<file path="config.mk">
export PLATFORM = sky130hd
export DESIGN_NAME = glos_ctrl
export DESIGN_NICKNAME = d
export VERILOG_FILES = /design/src/glos_pkg.sv /design/src/glos_ctrl.sv
export VERILOG_INCLUDE_DIRS = /design/src /design/src/src
export SDC_FILE = /design/constraint.sdc
export NUM_CORES = 1
export LEC_CHECK = 0
export BUFFER_PORTS_ARGS = -buffer_cell sky130_fd_sc_hd__buf_2
export CAP_MARGIN = 10
export CORE_AREA = 2 2 39 41
export CTS_CLUSTER_SIZE = 14
export DETAILED_ROUTE_END_ITERATION = 7
export DIE_AREA = 0 0 41 43
export GPL_ROUTABILITY_DRIVEN = 0
export HOLD_SLACK_MARGIN = 0.15
export MAX_ROUTING_LAYER = met4
export PLACE_DENSITY = 0.49
export SETUP_SLACK_MARGIN = 0.5
export SLEW_MARGIN = 0
export SYNTH_ARGS = -nofsm -noshare
export SYNTH_HDL_FRONTEND = slang
export SYNTH_SLANG_ARGS = --single-unit
</file>
<file path="constraint.sdc">
create_clock -name i_clk -period 1.1 [get_ports i_clk]
set_clock_uncertainty 0.2 [all_clocks]
set_input_delay 0.22 -clock i_clk [delete_from_list [all_inputs] [get_ports i_clk]]
set_output_delay 0.22 -clock i_clk [all_outputs]
set_load 0.1 [all_outputs]
</file>
<file path="src/grid_line_of_sight_check_macros.svh">
// ---------------------------------------------------------------------------
// Assertion macros for the grid line-of-sight block
// Clocked on i_clk, disabled while i_rst_n is low.
// ---------------------------------------------------------------------------
`ifndef GRID_LINE_OF_SIGHT_CHECK_MACROS_SVH
`define GRID_LINE_OF_SIGHT_CHECK_MACROS_SVH

// property must hold at every edge out of reset
`define GLOS_ASSERT(lbl, prop, msg) \
    lbl: assert property (@(posedge i_clk) disable iff (!i_rst_n) prop) \
        else $error(msg);

// expression must never be true out of reset
`define GLOS_ASSERT_NEVER(lbl, expr, msg) \
    lbl: assert property (@(posedge i_clk) disable iff (!i_rst_n) !(expr)) \
        else $error(msg);

`endif

</file>
<file path="src/glos_pkg.sv">
// ---------------------------------------------------------------------------
// glos_pkg
// Shared widths, codes and controller/datapath structs.
// ---------------------------------------------------------------------------
`timescale 1ns / 1ps

package glos_pkg;

    localparam int COORD_W    = 6;               // x / y field width
    localparam int COORD_SPAN = 2 ** COORD_W;    // addressable coordinates
    localparam int CFG_IDX_W  = 2;
    localparam int CFG_DATA_W = 7;
    localparam int ERR_W      = COORD_W + 3;     // signed Bresenham error term

    localparam logic [CFG_DATA_W-1:0] CFG_COUNT_RESET = 7'd64;

    localparam logic [CFG_IDX_W-1:0] REG_ROW_COUNT    = 2'd0;
    localparam logic [CFG_IDX_W-1:0] REG_COLUMN_COUNT = 2'd1;

    localparam logic OP_WRITE = 1'b0;
    localparam logic OP_QUERY = 1'b1;

    typedef struct packed {
        logic clear;     // clearing sweep writes one cell
        logic do_write;  // write item: store cell, result 0
        logic start;     // query item: load line
        logic step;      // walk one point
    } t_cmd;

    typedef struct packed {
        logic clear_done; // sweep at last cell
        logic at_end;     // walk point equals end point
    } t_sts;

endpackage

</file>
<file path="src/glos_ctrl.sv">
// ---------------------------------------------------------------------------
// glos_ctrl
// Sequencer: clearing sweep, item intake, line walk, result hand-off.
// ---------------------------------------------------------------------------
`timescale 1ns / 1ps
`include "grid_line_of_sight_check_macros.svh"

module glos_ctrl import glos_pkg::*; (
    input  logic i_clk,
    input  logic i_rst_n,
    input  logic i_in_valid,
    input  logic i_op,
    input  logic i_out_free,
    input  t_sts i_sts,
    output logic o_in_ready,
    output t_cmd o_cmd,
    output logic o_load_out
);

    localparam logic [2:0] S_CLEAR = 3'd0;
    localparam logic [2:0] S_IDLE  = 3'd1;
    localparam logic [2:0] S_WALK  = 3'd2;
    localparam logic [2:0] S_DRAIN = 3'd3;
    localparam logic [2:0] S_DONE  = 3'd4;

    logic [2:0] r_state;
    logic [2:0] n_state;

    always_comb begin
        n_state    = r_state;
        o_in_ready = 1'b0;
        o_cmd      = '0;
        o_load_out = 1'b0;
        unique case (r_state)
            S_CLEAR: begin
                o_cmd.clear = 1'b1;
                if (i_sts.clear_done) begin
                    n_state = S_IDLE;
                end
            end
            S_IDLE: begin
                o_in_ready = 1'b1;
                if (i_in_valid) begin
                    if (i_op == OP_QUERY) begin
                        o_cmd.start = 1'b1;
                        n_state     = S_WALK;
                    end else begin
                        o_cmd.do_write = 1'b1;
                        n_state        = S_DONE;
                    end
                end
            end
            S_WALK: begin
                if (i_sts.at_end) begin
                    n_state = S_DRAIN;
                end else begin
                    o_cmd.step = 1'b1;
                end
            end
            S_DRAIN: begin
                // spare state before the hand-off; the last grid check has already updated r_clear
                n_state = S_DONE;
            end
            S_DONE: begin
                if (i_out_free) begin
                    o_load_out = 1'b1;
                    n_state    = S_IDLE;
                end
            end
            default: begin
                n_state = S_IDLE;
            end
        endcase
    end

    always_ff @(posedge i_clk) begin
        if (!i_rst_n) begin
            r_state <= S_CLEAR;
        end else begin
            r_state <= n_state;
        end
    end

    `GLOS_ASSERT(a_query_walks, i_in_valid && o_in_ready && (i_op == OP_QUERY) |=> r_state == S_WALK, "query did not enter walk")
    `GLOS_ASSERT(a_load_needs_slot, o_load_out |-> i_out_free, "result loaded into full slot")
    `GLOS_ASSERT(a_cmd_onehot, $onehot0({o_cmd.clear, o_cmd.do_write, o_cmd.start, o_cmd.step}), "conflicting datapath commands")

endmodule

</file>
After elaboration in Yosys (flattened, before gate mapping):

Cells that the tools add are included.

* muxes and demuxes: 16
* equality and inequality tests: 8
* reductions and logical operators: 2

Operators with widths (number)
* 3-bit two-way mux: 5
* 3-bit case mux with 5 select lines: 1
* 1-bit two-way mux: 8
* 2-bit != test (second input constant): 4
* 3-bit by 2-bit equality test with 1-bit output (second input constant): 2
* 2-bit two-way mux: 2
* 4-bit AND reduction: 1
* 3-bit by 1-bit equality test with 1-bit output (second input constant): 1
* 3-bit equality test (second input constant): 1
* 3-bit logical NOT: 1

* output and inout bits: 6
* register bits: 3

Longest topological paths before layout:

* depth in word-level cells: 3
* mapped depth: 3

Least setup slack after synthesis:

Ideal clock, no wire load.

* kind: register to output
* start point: register r_state[1]
* end point: output port o_cmd[0] (netlist bit)
* stages on the path, launching flop included: 3
* arrival time: 2.525 ns
* path buffers: 0
* setup slack: -1.845 ns
* path through: dfxtp_1 > nand2b_1 > nor3_1

RTL lines
* start: declaration: RTL line glos_ctrl.sv:26 `logic [2:0] r_state;`
* start signal: assignment: RTL line glos_ctrl.sv:80 `r_state <= n_state;`
* end: declaration: RTL line glos_ctrl.sv:16 `output t_cmd o_cmd,`

==> metrics.md <==
| Metric | Value |
|---|---|
| Outcome | `finished, violations left` |
| Failing checks | `setup timing` |
| Largest regs | `r_state x3` |
| Yosys reg bits | `3` |
| Final worst slack | `-544.6 ps` |
| Max Cap Violations | `0` |
| CP bufs+invs | `1` |
| Num CTS Buffers | `3` |
| Clk root buf | `clkbuf_4` |
| Crit path max-delay family | `simple AND/OR/NAND/NOR gates` |
| Total number of yosys warnings | `0` |
| Worst VDD drop | `0.0006843 V` |
| I/O pin cnt | `13` |
| Largest Register | `r_state` |
| Pre-antenna DRT Iters | `4` |
| Floorplan core area | `1384 µm²` |
| Hold-critical path depth | `3` |
| Vias | `296` |
| First-pass GRT wire length | `1.055 mm` |
| Clk buf depth | `2` |
| Register area share after synthesis | `0.3077` |
| DRC viols | `0` |
| Share of layout cells above drive strength 1 | `0.8077` |
| Later-pin clock latency in the skew report | `240 ps` |
| Top cells by area, synth | `dfxtp_1 (31%), and3_1 (6.4%), nand2b_1 (6.4%)` |
| WL/cell | `10.32 µm` |
| Final Max Tran Viols | `0` |
| Slew @ Worst Pin | `214.5 ps` |
| TritonCTS clock tree | `built` |
| RSZ-0062 raised after global routing | `true` |
| Fmax | `0.6080 GHz` |
| Power per cell area | `1111 nW/µm²` |
| Synth area leader | `dfxtp_1` |
| WP data required | `680 ps` |
| ANT nets after route | `0` |
| Most frequent cell after synthesis | `dfxtp_1` |
| Post-synthesis area per instance | `8.133 µm²` |
| Clock Pin Slew Worst Setup and Hold Paths | `40 ps` |
| Area growth, synth to finish | `193.6%` |
| Post-synth top area share | `0.3077` |
| Worst Setup End Kind | `primary output` |
| Delay of the slowest cell on the worst path | `330 ps` |
| Worst Hold Endpoint | `r_state[1]` |
| Vias per cell | `4.353` |
| Largest net degree at the start of global routing | `6` |
| Placed insts | `60` |
| Gr usage total | `0.09661` |
| Tcrit/Tclk final | `1.495` |
| Min cycle time layout | `1645 ps` |
| Die area | `1763 µm²` |
| Critical-path maximum fanout | `3` |
| Slew Limit Headroom | `0.8555` |
| Asr flop ratio synth | `0` |
| Worst Hold Launch | `i_rst_n` |
| CP max-delay cell | `dfxtp_4` |
| DRT iter0 DRCs | `3` |
| Sink Count | `3` |
| Post-DP HPWL | `483.5 µm` |
| Leakage | `0.2407 nW` |
| Total Power | `636.9 µW` |
| Reg2Reg Depth | `4` |
| Post-Layout Cell Count | `68` |
| Die W | `41 µm` |
| Final setup violation count | `7` |
| Final nets | `60` |
| Setup tns final | `-3198 ps` |
| FF-to-FF End | `r_state[0]` |
| Die Ht | `43 µm` |
| CP startpoint kind | `flop` |
| Placed Area | `476.7 µm²` |
| Nets in the synthesized netlist | `31` |
| # H-tree levels | `1` |
| Fin util | `0.4141` |
| Vias in the first global route | `271` |
| Row count | `14` |
| Cells after Synth | `24` |
| Antenna violations before repair | `0` |
| Worst min path class | `in2reg` |
| Max FFs per register | `3` |
| Post-Route WL | `702 µm` |
| GR Overflow Total | `0` |
| Yosys cell types | `17` |
| Post-synth EDFFs | `0` |
| Post-Syn Area | `195.2 µm²` |
| Setup Crit Path Kind | `reg2out` |
| Worst r2r src | `r_state[1]` |
| Hold Vio Cnt, Final | `0` |
| Crit path DAT | `1220 ps` |
| Ant diodes | `0` |
| Port bufs | `12` |
| Top_reg_cell synth | `dfxtp_1` |
| Flop2flop setup slack | `-190 ps` |
| Design area | `573.1 µm²` |
| Worst path cell trace | `nor2b_4 > and2b_4 > and3_4 > buf_12` |
| Initial core utilization | `0.1410` |
-- logic make-up after synthesis --
group            Yosys count  share of synthesized area
multiplexers               1                    0.05128
flip-flops                 3                     0.3077
AND/OR/NAND/NOR           16                     0.5257
AO/OA/AOI/OAI              4                     0.1154
-- power by group --
| group | internal, mW | switching [mW] | leakage (nW) |
|---|---|---|---|
| Combinational | 0.144 | 0.173 | 0.199 |
| Clock | 0.136 | 0.0619 | 0.0150 |
| Sequential | 0.114 | 0.00710 | 0.0267 |
| Total | 0.394 | 0.242 | 0.241 |
-- final cells by class --
cell class / instances / area, µm²
Clock buffer: 4 / 26.28
Fill cell: 132 / 810.8
Multi-Input combinational cell: 21 / 200.2
Sequential cell: 3 / 71.32
Tap cell: 16 / 20.02
Timing Repair Buffer: 24 / 255.2
-- tightest hold or removal path, stage by stage --
cell	delay (ps)
buf_2	130
nand2b_4	60
a21oi_2	20
-- through the flow --
stage               setup WS (ps)  hold WS, ps
floorplan                  -649.3        139.6
global placement           -300.1        272.8
detailed placement         -319.6        274.6
CTS                        -577.5        28.77
global route               -596.3        43.06
finish                     -544.6        34.14
-- layer usage --
metal	global-route usage	vias to the layer above	wire length (µm)
li1	-	143	-
met1	0.1058	132	270
met2	0.1156	16	327
met3	0.06283	5	69
met4	0.08000	0	34
met5	-	-	0
-- cells in the final DEF, fill, tap and decap left out, types with 2 or more instances in the layout --
master and count:
and3_4 2, buf_12 6, buf_2 6, buf_4 8
buf_6 4, clkbuf_4 3, dfxtp_4 3, nor3_4 2
-- worst max-delay path by stage --
| stage | from | to | slack, ps | cells after the start |
|---|---|---|---|---|
| finish | r_state[0] | o_cmd[1] | -540 | 4 |
| floorplan | r_state[0] | o_cmd[0] | -650 | 2 |
| detailed placement | r_state[0] | o_cmd[1] | -320 | 4 |
| CTS | r_state[0] | o_cmd[1] | -580 | 4 |
| global placement | r_state[0] | o_cmd[1] | -300 | 4 |
| global route | r_state[0] | o_cmd[1] | -600 | 4 |
-- timing repair --
item                       4_1_cts  5_1_grt
resized for setup                5        5
buffers inserted                 2        2
setup endpoints to repair        9        9
pin swaps                        2        7
gates cloned                     0        0
hold endpoints to repair         3        3
Note: power is estimated with default switching activity, not from simulation.
